$ cat src/hw/rtl/blg_pkg.sv
// Shared constants, types and register codes of the battery level gauge.
package blg_pkg;

  // Burst and field widths
  localparam int SAMPLES  = 8;
  localparam int IDX_W    = $clog2(SAMPLES);
  localparam int ADC_W    = 12;
  localparam int HSUM_W   = 11;
  localparam int NSUM_W   = 7;
  localparam int AVG_W    = 13;
  localparam int LEVEL_W  = 3;
  localparam int TIMER_W  = 11;
  localparam int CNT_W    = 8;
  localparam int PADDR_W  = 5;
  localparam int PDATA_W  = 32;

  localparam logic [IDX_W-1:0] LAST_IDX = IDX_W'(SAMPLES - 1);

  // Band edges on the offset reading
  localparam logic [ADC_W-1:0] BAND5_EDGE = 12'd394;
  localparam logic [ADC_W-1:0] BAND4_EDGE = 12'd223;
  localparam logic [ADC_W-1:0] BAND3_EDGE = 12'd149;
  localparam logic [ADC_W-1:0] BAND2_EDGE = 12'd93;

  localparam logic [TIMER_W-1:0] TIMER_MAX = '1;
  localparam logic [CNT_W-1:0]   CNT_MAX   = '1;

  // Level codes
  localparam logic [LEVEL_W-1:0] LVL_UNKNOWN = 3'd0;
  localparam logic [LEVEL_W-1:0] LVL_LOW     = 3'd1;
  localparam logic [LEVEL_W-1:0] LVL_TWO     = 3'd2;
  localparam logic [LEVEL_W-1:0] LVL_THREE   = 3'd3;
  localparam logic [LEVEL_W-1:0] LVL_FOUR    = 3'd4;
  localparam logic [LEVEL_W-1:0] LVL_FIVE    = 3'd5;
  localparam logic [LEVEL_W-1:0] LVL_FULL    = 3'd6;

  // Register indexes (word address bits)
  localparam logic [2:0] REG_CLAMP_FLOOR   = 3'd0;
  localparam logic [2:0] REG_CLAMP_CEILING = 3'd1;
  localparam logic [2:0] REG_FULL_THRESH   = 3'd2;
  localparam logic [2:0] REG_FULL_RELEASE  = 3'd3;
  localparam logic [2:0] REG_EXTEND_THRESH = 3'd4;
  localparam logic [2:0] REG_EXTEND_LIMIT  = 3'd5;
  localparam logic [2:0] REG_LOW_REPEAT    = 3'd6;

  // Register reset values
  localparam logic [ADC_W-1:0] RST_CLAMP_FLOOR   = 12'd1117;
  localparam logic [ADC_W-1:0] RST_CLAMP_CEILING = 12'd1555;
  localparam logic [ADC_W-1:0] RST_FULL_THRESH   = 12'd430;
  localparam logic [ADC_W-1:0] RST_FULL_RELEASE  = 12'd405;
  localparam logic [ADC_W-1:0] RST_EXTEND_THRESH = 12'd410;
  localparam logic [ADC_W-1:0] RST_EXTEND_LIMIT  = 12'd1800;
  localparam logic [CNT_W-1:0] RST_LOW_REPEAT    = 8'd10;

  // Configuration bundle handed to the level stage
  typedef struct packed {
    logic [ADC_W-1:0] clamp_floor;
    logic [ADC_W-1:0] clamp_ceiling;
    logic [ADC_W-1:0] full_threshold;
    logic [ADC_W-1:0] full_release;
    logic [ADC_W-1:0] extend_threshold;
    logic [ADC_W-1:0] extend_limit;
    logic [CNT_W-1:0] low_repeat;
  } blg_cfg_t;

endpackage

$ cat src/hw/rtl/blg_if.sv
// Valid/ready channel interfaces for samples in and gauge results out.
interface blg_in_if;
  logic                         valid;
  logic                         ready;
  logic [blg_pkg::ADC_W-1:0]    adc_sample;

  modport source (output valid, output adc_sample, input ready);
  modport sink   (input valid, input adc_sample, output ready);
endinterface

interface blg_out_if;
  logic                         valid;
  logic                         ready;
  logic [blg_pkg::LEVEL_W-1:0]  level;
  logic [blg_pkg::ADC_W-1:0]    reading;
  logic                         low_event;

  modport source (output valid, output level, output reading, output low_event, input ready);
  modport sink   (input valid, input level, input reading, input low_event, output ready);
endinterface

$ cat src/hw/rtl/blg_regs.sv
// APB-style configuration register file of the battery level gauge.
module blg_regs (
  input  logic                          clk,
  input  logic                          rst_n,
  input  logic                          psel,
  input  logic                          penable,
  input  logic                          pwrite,
  input  logic [blg_pkg::PADDR_W-1:0]   paddr,
  input  logic [blg_pkg::PDATA_W-1:0]   pwdata,
  output logic [blg_pkg::PDATA_W-1:0]   prdata,
  output logic                          pready,
  output blg_pkg::blg_cfg_t             cfg
);

  blg_pkg::blg_cfg_t cfg_r;
  logic              wr_en;
  logic [2:0]        reg_idx;

  assign pready  = 1'b1;
  assign wr_en   = psel && penable && pwrite && pready;
  assign reg_idx = paddr[blg_pkg::PADDR_W-1:2];
  assign cfg     = cfg_r;

  // Register writes on the access phase of a write transfer.
  always_ff @(posedge clk) begin
    if (!rst_n) begin
      cfg_r.clamp_floor      <= blg_pkg::RST_CLAMP_FLOOR;
      cfg_r.clamp_ceiling    <= blg_pkg::RST_CLAMP_CEILING;
      cfg_r.full_threshold   <= blg_pkg::RST_FULL_THRESH;
      cfg_r.full_release     <= blg_pkg::RST_FULL_RELEASE;
      cfg_r.extend_threshold <= blg_pkg::RST_EXTEND_THRESH;
      cfg_r.extend_limit     <= blg_pkg::RST_EXTEND_LIMIT;
      cfg_r.low_repeat       <= blg_pkg::RST_LOW_REPEAT;
    end else if (wr_en) begin
      case (reg_idx)
        blg_pkg::REG_CLAMP_FLOOR:   cfg_r.clamp_floor      <= pwdata[blg_pkg::ADC_W-1:0];
        blg_pkg::REG_CLAMP_CEILING: cfg_r.clamp_ceiling    <= pwdata[blg_pkg::ADC_W-1:0];
        blg_pkg::REG_FULL_THRESH:   cfg_r.full_threshold   <= pwdata[blg_pkg::ADC_W-1:0];
        blg_pkg::REG_FULL_RELEASE:  cfg_r.full_release     <= pwdata[blg_pkg::ADC_W-1:0];
        blg_pkg::REG_EXTEND_THRESH: cfg_r.extend_threshold <= pwdata[blg_pkg::ADC_W-1:0];
        blg_pkg::REG_EXTEND_LIMIT:  cfg_r.extend_limit     <= pwdata[blg_pkg::ADC_W-1:0];
        blg_pkg::REG_LOW_REPEAT:    cfg_r.low_repeat       <= pwdata[blg_pkg::CNT_W-1:0];
        default: ;
      endcase
    end
  end

  // Read-back multiplexer.
  always_comb begin
    prdata = '0;
    case (reg_idx)
      blg_pkg::REG_CLAMP_FLOOR:   prdata = blg_pkg::PDATA_W'(cfg_r.clamp_floor);
      blg_pkg::REG_CLAMP_CEILING: prdata = blg_pkg::PDATA_W'(cfg_r.clamp_ceiling);
      blg_pkg::REG_FULL_THRESH:   prdata = blg_pkg::PDATA_W'(cfg_r.full_threshold);
      blg_pkg::REG_FULL_RELEASE:  prdata = blg_pkg::PDATA_W'(cfg_r.full_release);
      blg_pkg::REG_EXTEND_THRESH: prdata = blg_pkg::PDATA_W'(cfg_r.extend_threshold);
      blg_pkg::REG_EXTEND_LIMIT:  prdata = blg_pkg::PDATA_W'(cfg_r.extend_limit);
      blg_pkg::REG_LOW_REPEAT:    prdata = blg_pkg::PDATA_W'(cfg_r.low_repeat);
      default:                    prdata = '0;
    endcase
  end

endmodule

$ cat src/hw/rtl/blg_accum.sv
// Burst accumulator: sums sample bytes and nibbles and registers the burst average.
module blg_accum (
  input  logic                        clk,
  input  logic                        rst_n,
  input  logic                        in_valid,
  output logic                        in_ready,
  input  logic [blg_pkg::ADC_W-1:0]   in_sample,
  input  logic                        slot_free,
  output logic                        avg_valid,
  output logic [blg_pkg::AVG_W-1:0]   avg
);

  logic [blg_pkg::HSUM_W-1:0] hsum_r, hsum_nxt;
  logic [blg_pkg::NSUM_W-1:0] nsum_r, nsum_nxt;
  logic [blg_pkg::IDX_W-1:0]  idx_r, idx_nxt;
  logic                       avg_valid_r, avg_valid_nxt;
  logic [blg_pkg::AVG_W-1:0]  avg_r, avg_nxt;
  logic [blg_pkg::HSUM_W-1:0] hsum_add;
  logic [blg_pkg::NSUM_W-1:0] nsum_add;
  logic [blg_pkg::AVG_W+2:0]  avg_wide;
  logic                       last;
  logic                       accept;
  logic                       avg_take;

  assign last      = (idx_r == blg_pkg::LAST_IDX);
  assign avg_take  = avg_valid_r && slot_free;
  // A sample that closes a burst needs room in the average register.
  assign in_ready  = !last || !avg_valid_r || slot_free;
  assign accept    = in_valid && in_ready;
  assign avg_valid = avg_valid_r;
  assign avg       = avg_r;

  // Running sums including the sample now on the input.
  assign hsum_add = hsum_r + blg_pkg::HSUM_W'(in_sample[blg_pkg::ADC_W-1:4]);
  assign nsum_add = nsum_r + blg_pkg::NSUM_W'(in_sample[3:0]);
  assign avg_wide = (blg_pkg::AVG_W+3)'({hsum_add, 4'b0000})
                  + (blg_pkg::AVG_W+3)'({nsum_add[blg_pkg::NSUM_W-1:4], 4'b0000});

  always_comb begin
    hsum_nxt      = hsum_r;
    nsum_nxt      = nsum_r;
    idx_nxt       = idx_r;
    avg_nxt       = avg_r;
    avg_valid_nxt = avg_valid_r && !avg_take;
    if (accept) begin
      if (last) begin
        hsum_nxt      = '0;
        nsum_nxt      = '0;
        idx_nxt       = '0;
        avg_nxt       = avg_wide[blg_pkg::AVG_W+2:3];
        avg_valid_nxt = 1'b1;
      end else begin
        hsum_nxt = hsum_add;
        nsum_nxt = nsum_add;
        idx_nxt  = idx_r + 1'b1;
      end
    end
  end

  always_ff @(posedge clk) begin
    if (!rst_n) begin
      hsum_r      <= '0;
      nsum_r      <= '0;
      idx_r       <= '0;
      avg_valid_r <= 1'b0;
    end else begin
      hsum_r      <= hsum_nxt;
      nsum_r      <= nsum_nxt;
      idx_r       <= idx_nxt;
      avg_valid_r <= avg_valid_nxt;
    end
  end

  always_ff @(posedge clk) begin
    avg_r <= avg_nxt;
  end

endmodule

$ cat src/hw/rtl/blg_level.sv
// Level stage: clamps the average, tracks level, extend timer and low deglitch counter.
module blg_level (
  input  logic                          clk,
  input  logic                          rst_n,
  input  blg_pkg::blg_cfg_t             cfg,
  input  logic                          avg_valid,
  input  logic [blg_pkg::AVG_W-1:0]     avg,
  output logic                          slot_free,
  output logic                          out_valid,
  input  logic                          out_ready,
  output logic [blg_pkg::LEVEL_W-1:0]   out_level,
  output logic [blg_pkg::ADC_W-1:0]     out_reading,
  output logic                          out_low_event
);

  logic [blg_pkg::LEVEL_W-1:0] level_r, level_nxt;
  logic [blg_pkg::TIMER_W-1:0] timer_r, timer_nxt;
  logic [blg_pkg::CNT_W-1:0]   cnt_r, cnt_nxt;
  logic                        out_valid_r;
  logic [blg_pkg::LEVEL_W-1:0] out_level_r;
  logic [blg_pkg::ADC_W-1:0]   out_reading_r;
  logic                        out_low_r, low_nxt;
  logic [blg_pkg::AVG_W-1:0]   clamped;
  logic [blg_pkg::ADC_W-1:0]   rd;
  logic [blg_pkg::TIMER_W-1:0] timer_inc;
  logic [blg_pkg::CNT_W-1:0]   cnt_inc;
  logic                        take;

  assign slot_free     = !out_valid_r || out_ready;
  assign take          = avg_valid && slot_free;
  assign out_valid     = out_valid_r;
  assign out_level     = out_level_r;
  assign out_reading   = out_reading_r;
  assign out_low_event = out_low_r;

  // Clamp to the window, ceiling first, then remove the floor offset.
  always_comb begin
    if (avg > blg_pkg::AVG_W'(cfg.clamp_ceiling)) begin
      clamped = blg_pkg::AVG_W'(cfg.clamp_ceiling);
    end else if (avg < blg_pkg::AVG_W'(cfg.clamp_floor)) begin
      clamped = blg_pkg::AVG_W'(cfg.clamp_floor);
    end else begin
      clamped = avg;
    end
    if (clamped >= blg_pkg::AVG_W'(cfg.clamp_floor)) begin
      rd = clamped[blg_pkg::ADC_W-1:0] - cfg.clamp_floor;
    end else begin
      rd = '0;
    end
  end

  assign timer_inc = (timer_r == blg_pkg::TIMER_MAX) ? timer_r : timer_r + 1'b1;
  assign cnt_inc   = (cnt_r == blg_pkg::CNT_MAX) ? cnt_r : cnt_r + 1'b1;

  // Band decision with full hysteresis, extend timer and low deglitch.
  always_comb begin
    level_nxt = level_r;
    timer_nxt = timer_r;
    cnt_nxt   = cnt_r;
    low_nxt   = 1'b0;
    if (rd >= cfg.full_threshold) begin
      level_nxt = blg_pkg::LVL_FULL;
    end else if (rd > blg_pkg::BAND5_EDGE) begin
      if (level_r != blg_pkg::LVL_FULL || rd < cfg.full_release) begin
        level_nxt = blg_pkg::LVL_FIVE;
      end
      if (rd > cfg.extend_threshold) begin
        if (blg_pkg::ADC_W'(timer_inc) > cfg.extend_limit) begin
          timer_nxt = cfg.extend_limit[blg_pkg::TIMER_W-1:0];
          level_nxt = blg_pkg::LVL_FULL;
        end else begin
          timer_nxt = timer_inc;
        end
      end
    end else if (rd > blg_pkg::BAND4_EDGE) begin
      level_nxt = blg_pkg::LVL_FOUR;
      timer_nxt = '0;
    end else if (rd > blg_pkg::BAND3_EDGE) begin
      level_nxt = blg_pkg::LVL_THREE;
      timer_nxt = '0;
    end else if (rd > blg_pkg::BAND2_EDGE) begin
      level_nxt = blg_pkg::LVL_TWO;
      timer_nxt = '0;
    end else begin
      // Low band: immediate from unknown or low, otherwise after repeated bursts.
      if (level_r == blg_pkg::LVL_UNKNOWN || level_r == blg_pkg::LVL_LOW ||
          cnt_inc > cfg.low_repeat) begin
        cnt_nxt   = '0;
        level_nxt = blg_pkg::LVL_LOW;
        timer_nxt = '0;
        low_nxt   = 1'b1;
      end else begin
        cnt_nxt = cnt_inc;
      end
    end
  end

  // Tracking state and output valid.
  always_ff @(posedge clk) begin
    if (!rst_n) begin
      level_r     <= blg_pkg::LVL_UNKNOWN;
      timer_r     <= '0;
      cnt_r       <= '0;
      out_valid_r <= 1'b0;
    end else begin
      if (take) begin
        level_r <= level_nxt;
        timer_r <= timer_nxt;
        cnt_r   <= cnt_nxt;
      end
      if (take) begin
        out_valid_r <= 1'b1;
      end else if (out_ready) begin
        out_valid_r <= 1'b0;
      end
    end
  end

  // Result payload.
  always_ff @(posedge clk) begin
    if (take) begin
      out_level_r   <= level_nxt;
      out_reading_r <= rd;
      out_low_r     <= low_nxt;
    end
  end

endmodule

$ cat src/hw/rtl/battery_level_gauge_unit.sv
// Top level of the battery level gauge: registers, accumulator and level stage.
//
//   Channel   Direction  Handshake          Payload
//   in_chan   sink       valid/ready        adc_sample[11:0]
//   out_chan  source     valid/ready        level[2:0], reading[11:0], low_event
//   cfg       APB slave  psel/penable       paddr[4:0], pwdata/prdata[31:0]
//
// One sample is taken per cycle while in_ready is high; every eighth sample yields
// one result, through the average register and then the result register.
// rst_n is synchronous: it clears sums, sample count, level, timer and counter.
// While a result waits, samples keep flowing; only a burst-closing sample stalls,
// when both the average register and the result register are occupied.
module battery_level_gauge_unit (
  input  logic                          clk,
  input  logic                          rst_n,
  blg_in_if.sink                        in_chan,
  blg_out_if.source                     out_chan,
  input  logic                          psel,
  input  logic                          penable,
  input  logic                          pwrite,
  input  logic [blg_pkg::PADDR_W-1:0]   paddr,
  input  logic [blg_pkg::PDATA_W-1:0]   pwdata,
  output logic [blg_pkg::PDATA_W-1:0]   prdata,
  output logic                          pready
);

  blg_pkg::blg_cfg_t          cfg;
  logic                       slot_free;
  logic                       avg_valid;
  logic [blg_pkg::AVG_W-1:0]  avg;

  blg_regs u_regs (
    .clk     (clk),
    .rst_n   (rst_n),
    .psel    (psel),
    .penable (penable),
    .pwrite  (pwrite),
    .paddr   (paddr),
    .pwdata  (pwdata),
    .prdata  (prdata),
    .pready  (pready),
    .cfg     (cfg)
  );

  blg_accum u_accum (
    .clk       (clk),
    .rst_n     (rst_n),
    .in_valid  (in_chan.valid),
    .in_ready  (in_chan.ready),
    .in_sample (in_chan.adc_sample),
    .slot_free (slot_free),
    .avg_valid (avg_valid),
    .avg       (avg)
  );

  blg_level u_level (
    .clk           (clk),
    .rst_n         (rst_n),
    .cfg           (cfg),
    .avg_valid     (avg_valid),
    .avg           (avg),
    .slot_free     (slot_free),
    .out_valid     (out_chan.valid),
    .out_ready     (out_chan.ready),
    .out_level     (out_chan.level),
    .out_reading   (out_chan.reading),
    .out_low_event (out_chan.low_event)
  );

endmodule

$ cat src/flat_wrapper.sv
// flat-port wrapper written by rule: the top's interface ports become plain ports
module battery_level_gauge_unit_flat 
  (clk, rst_n, psel, penable, pwrite, paddr, pwdata, prdata, pready, in_chan_valid, in_chan_adc_sample, in_chan_ready, out_chan_valid, out_chan_level, out_chan_reading, out_chan_low_event, out_chan_ready);
  blg_in_if in_chan_i ();
  blg_out_if out_chan_i ();
  input  logic clk;
  input  logic rst_n;
  input  logic psel;
  input  logic penable;
  input  logic pwrite;
  input  logic [blg_pkg::PADDR_W-1:0] paddr;
  input  logic [blg_pkg::PDATA_W-1:0] pwdata;
  output logic [blg_pkg::PDATA_W-1:0] prdata;
  output logic pready;
  input wire logic [$bits(in_chan_i.valid)-1:0] in_chan_valid;
  input wire logic [$bits(in_chan_i.adc_sample)-1:0] in_chan_adc_sample;
  output wire logic [$bits(in_chan_i.ready)-1:0] in_chan_ready;
  output wire logic [$bits(out_chan_i.valid)-1:0] out_chan_valid;
  output wire logic [$bits(out_chan_i.level)-1:0] out_chan_level;
  output wire logic [$bits(out_chan_i.reading)-1:0] out_chan_reading;
  output wire logic [$bits(out_chan_i.low_event)-1:0] out_chan_low_event;
  input wire logic [$bits(out_chan_i.ready)-1:0] out_chan_ready;
  assign in_chan_i.valid = in_chan_valid;
  assign in_chan_i.adc_sample = in_chan_adc_sample;
  assign in_chan_ready = in_chan_i.ready;
  assign out_chan_valid = out_chan_i.valid;
  assign out_chan_level = out_chan_i.level;
  assign out_chan_reading = out_chan_i.reading;
  assign out_chan_low_event = out_chan_i.low_event;
  assign out_chan_i.ready = out_chan_ready;
  battery_level_gauge_unit u_core (.clk(clk), .rst_n(rst_n), .in_chan(in_chan_i), .out_chan(out_chan_i), .psel(psel), .penable(penable), .pwrite(pwrite), .paddr(paddr), .pwdata(pwdata), .prdata(prdata), .pready(pready));
endmodule
$ cat config.mk
export PLATFORM = sky130hd
export DESIGN_NAME = battery_level_gauge_unit_flat
export DESIGN_NICKNAME = d
export VERILOG_FILES = /design/src/hw/rtl/blg_pkg.sv /design/src/hw/rtl/blg_if.sv /design/src/hw/rtl/blg_regs.sv /design/src/hw/rtl/blg_accum.sv /design/src/hw/rtl/blg_level.sv /design/src/hw/rtl/battery_level_gauge_unit.sv /design/src/flat_wrapper.sv
export SDC_FILE = /design/constraint.sdc
export NUM_CORES = 1
export LEC_CHECK = 0
export ABC_AREA = 1
export BUFFER_PORTS_ARGS = -buffer_cell sky130_fd_sc_hd__buf_2
export CAP_MARGIN = 20
export CORE_ASPECT_RATIO = 0.75
export CORE_MARGIN = 4
export CORE_UTILIZATION = 40
export CTS_CLUSTER_SIZE = 16
export DETAILED_ROUTE_END_ITERATION = 16
export GPL_TIMING_DRIVEN = 1
export SYNTH_ARGS = -nofsm -noshare
export SYNTH_HDL_FRONTEND = slang
export SYNTH_SLANG_ARGS = --single-unit
$ cat constraint.sdc
create_clock -name clk -period 8.3 [get_ports clk]
set_input_delay 0.415 -clock clk [delete_from_list [all_inputs] [get_ports clk]]
set_output_delay 0.415 -clock clk [all_outputs]
set_load 0.02 [all_outputs]
Yosys cells after proc, flatten, opt, wreduce, memory -nomap -nowiden
Index checks and enable logic that the tools add are counted.

Memory bits (writable): 0. Memories: 0. Input port bits: 56. Bits in registers: 154. Logic and storage cells: 116. Memory bits (read-only): 0. Bits in latches: 0.

Equality and inequality tests: 12. Add/sub/neg operators: 7. Shift-type cells: 0. Reductions and logical operators: 30. Magnitude comparators: 12. Multipliers: 0. Div/mod/pow operators: 0. Muxes and demuxes: 31. Bitwise gates (word level): 5.

Operators by type and width (number): two-way mux 11 bit (9); one-hot mux 12 bit (7 select lines) (1); two-way mux 3 bit (10); two-way mux 13 bit (2); > comparator 12 x 8 -> 1 bit (second input constant) (2); adder 15 x 7 -> 16 bit (1); two-way mux 8 bit (2); AND reduction 2 bit (8); greater-or-equal comparator 13 x 12 -> 1 bit (1); > comparator 13 x 12 -> 1 bit (1); < comparator 13 x 12 -> 1 bit (1); equality test 3 bit (second input constant) (4); greater-or-equal comparator 12 bit (1); > comparator 11 x 12 -> 1 bit (1); > comparator 12 bit (1); > comparator 12 x 7 -> 1 bit (second input constant) (1); > comparator 12 x 9 -> 1 bit (second input constant) (1); < comparator 12 bit (1); two-way mux 12 bit (1); subtractor 12 bit (1); adder 11 x 1 -> 11 bit (second input constant) (1); adder 11 x 8 -> 11 bit (1); equality test 11 bit (second input constant) (1); adder 8 x 1 -> 8 bit (second input constant) (1); 20 further kinds (43).

Depth between registers and ports, before layout
Gate-level depths: netlist of the first run.

Depth after elaboration: 12. Gate-level depth with buffers: 38. Mapped depth without buffers: 38.

Cells and area by module
From an unflattened synthesis of the first run, not the netlist that was laid out.

Cells, all modules: 1749. Area total of the unflattened synthesis: 11753.8 um^2.

Modules (own cells, without submodules): blg_level (cells an instance 821, area an instance 5373.9 um^2, seq. area each 940.9 um^2, instances 1); blg_regs (cells an instance 636, area an instance 4062.6 um^2, seq. area each 1601.5 um^2, instances 1); blg_accum (cells an instance 292, area an instance 2317.2 um^2, seq. area each 800.8 um^2, instances 1).

Worst setup path after synthesis of the first run
No wires, ideal clock.

Path kind: register to register. Start: register u_core.u_accum.avg_r, in the netlist u_core.u_accum.avg[4]. End: register u_core.u_level.timer_r[3] in the netlist's numbering. Library setup time: 113 ps. Cell stages (with the launch flop): 33. Period minus slack after synthesis: 4704 ps. Path buffers: 2. Slack: 3596 ps. Arrival: 4590 ps. Path through: edfxtp_1 > ha_1 > nand2_1 > o21ai_0 > a31oi_1 > o41ai_1 > clkbuf_1 > o21ai_0 > a21oi_1 > nor2_1 > ha_1 > nand2_1 > nor2_1 > and2_1 > nand2_1 > nand3_2 > nand2_1 > ha_1 > o21ai_0 > a21boi_0 > o21ai_0 > nand2_1 > nand2_1 > nand2_1 > nand2_1 > nand2_1 > nand2_1 > nand2_1 > nor2_1 > nand3_2 > buf_6 > o21ai_1 > nor2_1.

Word-level cells in the longest chain between the ends: 10.

RTL lines: start, declared (line blg_accum.sv:17) `logic [blg_pkg::AVG_W-1:0] avg_r, avg_nxt;`; start signal, assigned (line blg_accum.sv:75) `avg_r <= avg_nxt;`; < comparator 13 x 12 -> 1 bit (line blg_level.sv:40) `end else if (avg < blg_pkg::AVG_W'(cfg.clamp_floor)) begin`; two-way mux 13 bit (line blg_level.sv:40); two-way mux 13 bit * (line blg_level.sv:38) `if (avg > blg_pkg::AVG_W'(cfg.clamp_ceiling)) begin`; subtractor 12 bit or greater-or-equal comparator 13 x 12 -> 1 bit (tied branches) (line blg_level.sv:46, blg_level.sv:45); two-way mux 12 bit * (line blg_level.sv:45) `if (clamped >= blg_pkg::AVG_W'(cfg.clamp_floor)) begin`; > comparator 12 x 7 -> 1 bit (line blg_level.sv:81) `end else if (rd > blg_pkg::BAND2_EDGE) begin`; two-way mux 11 bit (line blg_level.sv:81); two-way mux 11 bit (line blg_level.sv:78) `end else if (rd > blg_pkg::BAND3_EDGE) begin`; two-way mux 11 bit (line blg_level.sv:75) `end else if (rd > blg_pkg::BAND4_EDGE) begin`; two-way mux 11 bit (line blg_level.sv:63) `end else if (rd > blg_pkg::BAND5_EDGE) begin`; end signal, assigned (line blg_level.sv:108) `timer_r <= timer_nxt;`; end, declared (line blg_level.sv:17) `logic [blg_pkg::TIMER_W-1:0] timer_r, timer_nxt;`.

Every way passes the cells marked *; elsewhere a longest branch is shown, timed or not. A chain may end at the register's enable or synchronous reset.

Final worst setup path of the first run
Start: register u_core.u_regs.cfg_r, in the netlist u_core.u_regs.cfg[74]. End: register u_core.u_level.timer_r[4] in the netlist's numbering.

Word-level cells in the longest chain between the ends: 10.

RTL lines: start, declared (line blg_regs.sv:15) `blg_pkg::blg_cfg_t cfg_r;`; < comparator 13 x 12 -> 1 bit (line blg_level.sv:40); two-way mux 13 bit (line blg_level.sv:40); two-way mux 13 bit (line blg_level.sv:38); subtractor 12 bit or greater-or-equal comparator 13 x 12 -> 1 bit (tied branches) (line blg_level.sv:46, blg_level.sv:45); two-way mux 12 bit * (line blg_level.sv:45); > comparator 12 x 7 -> 1 bit (line blg_level.sv:81); two-way mux 11 bit (line blg_level.sv:81); two-way mux 11 bit (line blg_level.sv:78); two-way mux 11 bit (line blg_level.sv:75); two-way mux 11 bit (line blg_level.sv:63).

Marks and branches as above.

==> flow_metrics.py, run 1 <==
metrics = {
    "routing": {
        "firstDrtPassIters": 6,
        "vias": 9494,
        "drc": 0,
        "vias_per_cell": 5.191,
        "wl_um": 29720,
        "avgRoutedWirePerCell_um": 16.25,
        "postRouteAntennaNets": 0,
        "drtIter0Drc": 770,
    },
    "worst_setup_path": {
        "critPathKind": "flop to flop",
        "arrival_ns": 6.70,
        "r2r_slack_ns": 1.92,
        "startpoint": "u_core.u_regs.cfg[74]",
        "worstSetupEndpoint": "u_core.u_level.timer_r[4]",
        "r2r-end": "u_core.u_level.timer_r[4]",
        "crit_path_top_delay_cell": "nand3_2",
        "required_ns": 8.62,
        "rr_worst_depth": 34,
        "crit_path_start_kind": "flop",
        "critPathMaxFanout": 22,
        "worst_setup_path_end_kind": "flop",
        "cp_common_cell": "nand2_1",
        "r2r-start": "u_core.u_regs.cfg[74]",
        "slowest_delay_ns": 0.43,
    },
    "job": {
        "drv_cap": 0,
    },
    "timing": {
        "rsz0062_at_grt": "no",
        "hold_viol": 0,
        "finalSetupTns_ns": 0,
        "min_period_ns": 6.381,
        "finalSetupViolations": 0,
        "worst_slew_margin_rel_pct": 33.33,
        "fin_crit_sh_pct": 76.88,
        "final.setup.worst_slack_ns": 1.919,
        "finClkSkew_ns": 0.009920,
        "fmax_ghz": 0.1567,
        "drv_slew": 0,
        "worst_pin_slew_ns": 0.9925,
    },
    "global_routing": {
        "grt_overflow_total": 0,
        "grt_util_all_layers_pct": 20.79,
        "antenna_found_initial": 1,
        "grt_pass1_wl_um": 46240,
        "first_global_vias": 8455,
        "grt_max_degree": 79,
    },
    "clocking": {
        "cts_hold_buf": 0,
        "ctsResizeCount": 0,
        "numCtsBuffers": 17,
        "clock_latency_ns": 0.44,
        "cts_setup_buffers": 0,
        "cts.sinks": 153,
        "clockBufferDepth": 2,
        "path_clk_slew_ns": 0.06,
        "htreeDepth": 4,
        "cts_tree": "built",
        "cts_root_buf": "clkbuf_16",
    },
    "finish": {
        "stdcell_area_um2": 11410,
        "final_common_cell": "nand2_1",
        "fin_util_pct": 45.37,
        "syn_to_final_growth_pct": 11.03,
        "num_antenna_cells": 0,
        "drive_above_1_share_pct": 7.780,
        "layout.cells.most_common_list": "271 x nand2_1, 213 x inv_1, 169 x a21oi_1",
        "regArea_um2": 3343,
        "fillerInstances": 2612,
        "multi_input_area_um2": 5889,
        "nets": 1646,
    },
    "floorplan": {
        "start_util_pct": 40.86,
        "placementRows": 50,
        "die-height_um": 146.8,
        "dieWidth_um": 193.1,
        "dieArea_um2": 28350,
        "pin_count": 107,
        "core_area_um2": 25150,
    },
    "synthesis": {
        "synth_area_um2": 10280,
        "async_flop_share_pct": 0,
        "synth_edf_count": 28,
        "syn_area_per_cell_um2": 7.186,
        "ys_top_cells_by_area": "dfxtp_1 24%, ha_1 13%, nand2_1 9.9%",
        "synthDistinctLibCells": 52,
        "yosysWarnings": 0,
        "ys_seq_area_share_pct": 32.53,
        "ys_seq_elements": 153,
        "synthDominantCellAreaShare_pct": 24.35,
        "synth.largest_area_cell": "dfxtp_1",
        "syn_inst": 1430,
        "ys.flop_type": "dfxtp_1",
    },
    "place": {
        "routabilityCongestion": 0.9161,
        "portBuffers": 63,
        "dpl.hpwl_um": 22790,
        "placed_cell_area_um2": 10820,
        "pre_cts_slack_ns": 2.018,
    },
    "run_status": {
        "status": "finished, final reports clean",
    },
    "worst_hold_path": {
        "holdCritPathClass": "input pin to flop",
    },
    "power": {
        "power.leakage_nw": 5.302,
        "ir_drop_uv": 139.5,
        "power_density_nw_per_um2": 164.1,
        "power.total_mw": 1.872,
    },
}
-- report_power, final --
part           leakage [nW]  switching (mW)  internal (mW)
Combinational          3.75           0.194         0.0906
Clock                 0.295           0.319          0.484
Sequential             1.26         0.00837          0.775
Total                  5.30           0.522           1.35
-- registers in the layout, indices dropped and copies added, names as in the netlist --
signal and cells:
u_core.u_regs.cfg 80, u_core.u_accum.avg 12, u_core.u_level.out_reading 12, u_core.u_accum.hsum_r 11
u_core.u_level.timer_r 11, u_core.u_level.cnt_r 8, u_core.u_accum.nsum_r 7, u_core.u_accum.idx_r 3
u_core.u_level.level_r 3, u_core.u_level.out_level 3, u_core.u_accum.avg_valid 1, u_core.u_level.out_low_event 1
u_core.u_level.out_valid 1
-- routing by layer --
layer / part of all wire [%] / routed length (um) / track usage [%]
met3: 8.0 / 2381 / 4.608
met2: 40 / 11940 / 29.23
met1: 50 / 14730 / 31.85
met4: 2.2 / 654 / 5.520
met5: 0.054 / 16 / 0
-- cell type report --
class | instances | share of cell area (%)
inverter | 215 | 7.073
clock buffer | 24 | 4.419
clock inverter | 7 | 0.7896
tap | 338 | 3.707
multi-input combinational | 1024 | 51.62
timing repair buffer | 68 | 3.092
sequential | 153 | 29.30
-- worst min path at each step --
stage	startpoint	end	slack (ns)	cells past startpoint
after floorplan	u_core.u_accum.idx_r[0]	u_core.u_accum.idx_r[0]	0.44	1
after global placement	u_core.u_accum.hsum_r[0]	u_core.u_accum.hsum_r[0]	0.45	2
after detailed placement	u_core.u_accum.hsum_r[0]	u_core.u_accum.hsum_r[0]	0.46	2
after CTS	out_chan_ready	u_core.u_level.out_valid	0.26	4
after global routing	out_chan_ready	u_core.u_level.out_valid	0.31	4
final	out_chan_ready	u_core.u_level.out_valid	0.28	4
-- kinds of logic (layout without fill, tap and decap cells) --
group                      after synthesis  count (layout)  synth area share [%]
and+or+nand+nor                        496             496                 20.24
AOI/OAI and AO/OA                      367             367                 19.92
buffers and inverters                  272             314                 10.95
DFF                                    153             153                 32.53
adders and majority gates              111             111                 13.81
xor gates and xnor gates                28              28                 2.386
other                                    2              21               0.07308
muxes                                    1               1               0.09741
-- through the flow --
step | cells | hold slack [ns]
after CTS | 1829 | 0.2636
final | 1829 | 0.2778
after global placement | 1798 | 0.4549
after global routing | 1829 | 0.3108
after floorplan | 1449 | 0.4425
after detailed placement | 1798 | 0.4641
-- synthesized netlist by cell type (2+ instances only) --
| master | number |
|---|---|
| a2111oi_0 | 2 |
| a211oi_1 | 7 |
| a21boi_0 | 2 |
| a21o_1 | 2 |
| a21oi_1 | 169 |
| a221oi_1 | 4 |
| a22oi_1 | 2 |
| and2_1 | 4 |
| buf_2 | 2 |
| buf_4 | 21 |
| buf_6 | 3 |
| clkbuf_1 | 31 |
| clkinv_1 | 2 |
| conb_1 | 2 |
| dfxtp_1 | 125 |
| edfxtp_1 | 28 |
| fa_1 | 4 |
| ha_1 | 107 |
| inv_1 | 213 |
| nand2_1 | 271 |
| nand2_2 | 5 |
| nand3_1 | 36 |
| nand3_2 | 3 |
| nand3b_1 | 6 |
| nand4_1 | 16 |
| nor2_1 | 122 |
| nor2_2 | 3 |
| nor3_1 | 22 |
| o2111ai_1 | 4 |
| o211ai_1 | 19 |
| o21a_1 | 3 |
| o21ai_0 | 119 |
| o221ai_1 | 8 |
| o22ai_1 | 16 |
| or2_2 | 4 |
| xnor2_1 | 4 |
| xor2_1 | 24 |
-- critical path, delay by kind of cell, from the launching register on --
| kind | cells | cell delay, ns |
|---|---|---|
| buffers and inverters | 2 | 0.48 |
| AOI/OAI and AO/OA | 10 | 1.91 |
| DFF | 1 | 0.30 |
| adders and majority gates | 3 | 0.94 |
| and+or+nand+nor | 19 | 2.64 |
Power figures use the tool's default switching activity.
==> run 2: changes to the inputs <==
clock period = 5.9 ns   (was 8.3 ns; I/O delays follow)
==> run 2 against run 1 <==
Effect of this change: clock skew rose by 0.0038 ns; flip-flop and latch count did not move; clock-buffer cell count fell by 3; critical endpoint is now u_core.u_level.timer_r[1].
==> flow_metrics.py, run 2 (synthesis gave the netlist of run 1 again) <==
metrics = {
    "worst_setup_path": {
        "path_buf_inv": 3,
        "required_ns": 6.27,
        "crit_cells": 27,
        "worst_setup_path_end_kind": "flop",
        "worstSetupEndpoint": "u_core.u_level.timer_r[1]",
        "startpoint": "u_core.u_accum.avg[10]",
        "critPathKind": "flop to flop",
        "critPathMaxFanout": 22,
        "r2r-start": "u_core.u_accum.avg[10]",
        "r2r-end": "u_core.u_level.timer_r[1]",
        "crit_path_start_kind": "flop",
        "r2r_slack_ns": 0.54,
        "arrival_ns": 5.72,
        "rr_worst_depth": 27,
        "crit_path_top_delay_cell": "edfxtp_1",
        "critPathTopFamily": "compound AO/OA/AOI/OAI gates",
        "slowest_delay_ns": 0.45,
    },
    "global_routing": {
        "grt_pass1_wl_um": 47110,
        "grt_util_all_layers_pct": 21.01,
        "antenna_found_initial": 0,
        "grt_max_degree": 79,
        "first_global_vias": 8426,
        "grt_overflow_total": 0,
    },
    "clocking": {
        "cts_tree": "built",
        "clockBufferDepth": 2,
        "cts_root_buf": "clkbuf_16",
        "clock_latency_ns": 0.43,
        "cts_hold_buf": 0,
        "path_clk_slew_ns": 0.06,
        "htreeDepth": 4,
        "numCtsBuffers": 17,
        "cts.sinks": 153,
    },
    "finish": {
        "regArea_um2": 3343,
        "layout.cells.most_common_list": "270 x nand2_1, 213 x inv_1, 169 x a21oi_1",
        "drive_above_1_share_pct": 8.892,
        "nets": 1661,
        "largest_register_ffs": 80,
        "multi_input_area_um2": 5923,
        "syn_to_final_growth_pct": 12.20,
        "fillerInstances": 2611,
        "final_cells": 1845,
        "final_common_cell": "nand2_1",
        "fin_util_pct": 45.85,
        "num_antenna_cells": 0,
    },
    "timing": {
        "finalSetupViolations": 0,
        "rsz0062_at_grt": "no",
        "holdWs_ns": 0.1743,
        "fmax_ghz": 0.1867,
        "fin_crit_sh_pct": 90.77,
        "hold_viol": 0,
        "finClkSkew_ns": 0.01374,
        "drv_slew": 0,
        "final.setup.worst_slack_ns": 0.5445,
        "min_period_ns": 5.356,
        "worst_slew_margin_rel_pct": 44.95,
        "worst_pin_slew_ns": 0.8226,
        "finalSetupTns_ns": 0,
    },
    "worst_hold_path": {
        "holdCritPathClass": "input pin to flop",
    },
    "job": {
        "drv_cap": 0,
    },
    "power": {
        "power.leakage_nw": 5.358,
        "ir_drop_uv": 191.5,
        "power_density_nw_per_um2": 225.3,
    },
    "place": {
        "pre_cts_slack_ns": 0.3406,
        "dpl.hpwl_um": 22960,
        "portBuffers": 63,
        "routabilityCongestion": 0.9349,
        "dp_cells": 1810,
    },
    "routing": {
        "vias_per_cell": 5.188,
        "avgRoutedWirePerCell_um": 16.33,
        "vias": 9571,
        "drtIter0Drc": 828,
        "postRouteAntennaNets": 0,
        "drc": 0,
        "firstDrtPassIters": 5,
        "wl_um": 30120,
    },
    "floorplan": {
        "pin_count": 107,
        "core_area_um2": 25150,
        "placementRows": 50,
        "start_util_pct": 40.86,
        "dieArea_um2": 28350,
        "dieWidth_um": 193.1,
        "die-height_um": 146.8,
    },
    "run_status": {
        "status": "finished, final reports clean",
    },
}
## run 2: where the power goes
part	switching, mW	total, mW	internal [mW]
combinational	0.277	0.411	0.134
clock	0.462	1.09	0.623
sequential	0.0118	1.10	1.09
total	0.751	2.60	1.85
## run 2: how the worst min path moves through the flow
stage | startpoint | end | slack, ns | cells past startpoint
after floorplan | pwdata[0] | u_core.u_regs.cfg[32] | 0.42 | 2
after global placement | u_core.u_accum.hsum_r[0] | u_core.u_accum.hsum_r[0] | 0.45 | 2
after detailed placement | u_core.u_accum.nsum_r[3] | u_core.u_accum.nsum_r[3] | 0.46 | 2
after CTS | out_chan_ready | u_core.u_level.out_valid | 0.16 | 4
after global routing | out_chan_ready | u_core.u_level.out_valid | 0.18 | 4
final | out_chan_ready | u_core.u_level.out_valid | 0.17 | 4
## run 2: routing by layer
metal  track usage [%]  wire length (um)
met2             29.45             12370
met3             3.729              2035
met5                 0                 0
met1             33.18             15310
met4             4.742               403
## run 2: final cells by class
class	count	share of cell area [%]
inverters	215	6.999
repair buffers	82	4.080
flip-flops and latches	153	29.00
multi-input cells	1025	51.37
clock inverters	11	1.063
well taps	338	3.668
clock buffers	21	3.820
## run 2: worst min-delay path: stages
cell	delay [ns]
buf_2	0.08
nor2_1	0.05
inv_1	0.06
a21oi_1	0.06
## run 2: metrics by stage
stage	area, um^2	total power, mW
floorplan	10350	1.412
global placement	10920	1.518
detailed placement	10920	1.526
CTS	11480	2.606
global route	11530	2.714
finish	11530	2.598
## run 2: repair_timing
| action | CTS | global route |
|---|---|---|
| buffers inserted | 0 | 2 |
| setup endpoints to repair | 0 | 26 |
| gates resized for setup | 0 | 5 |
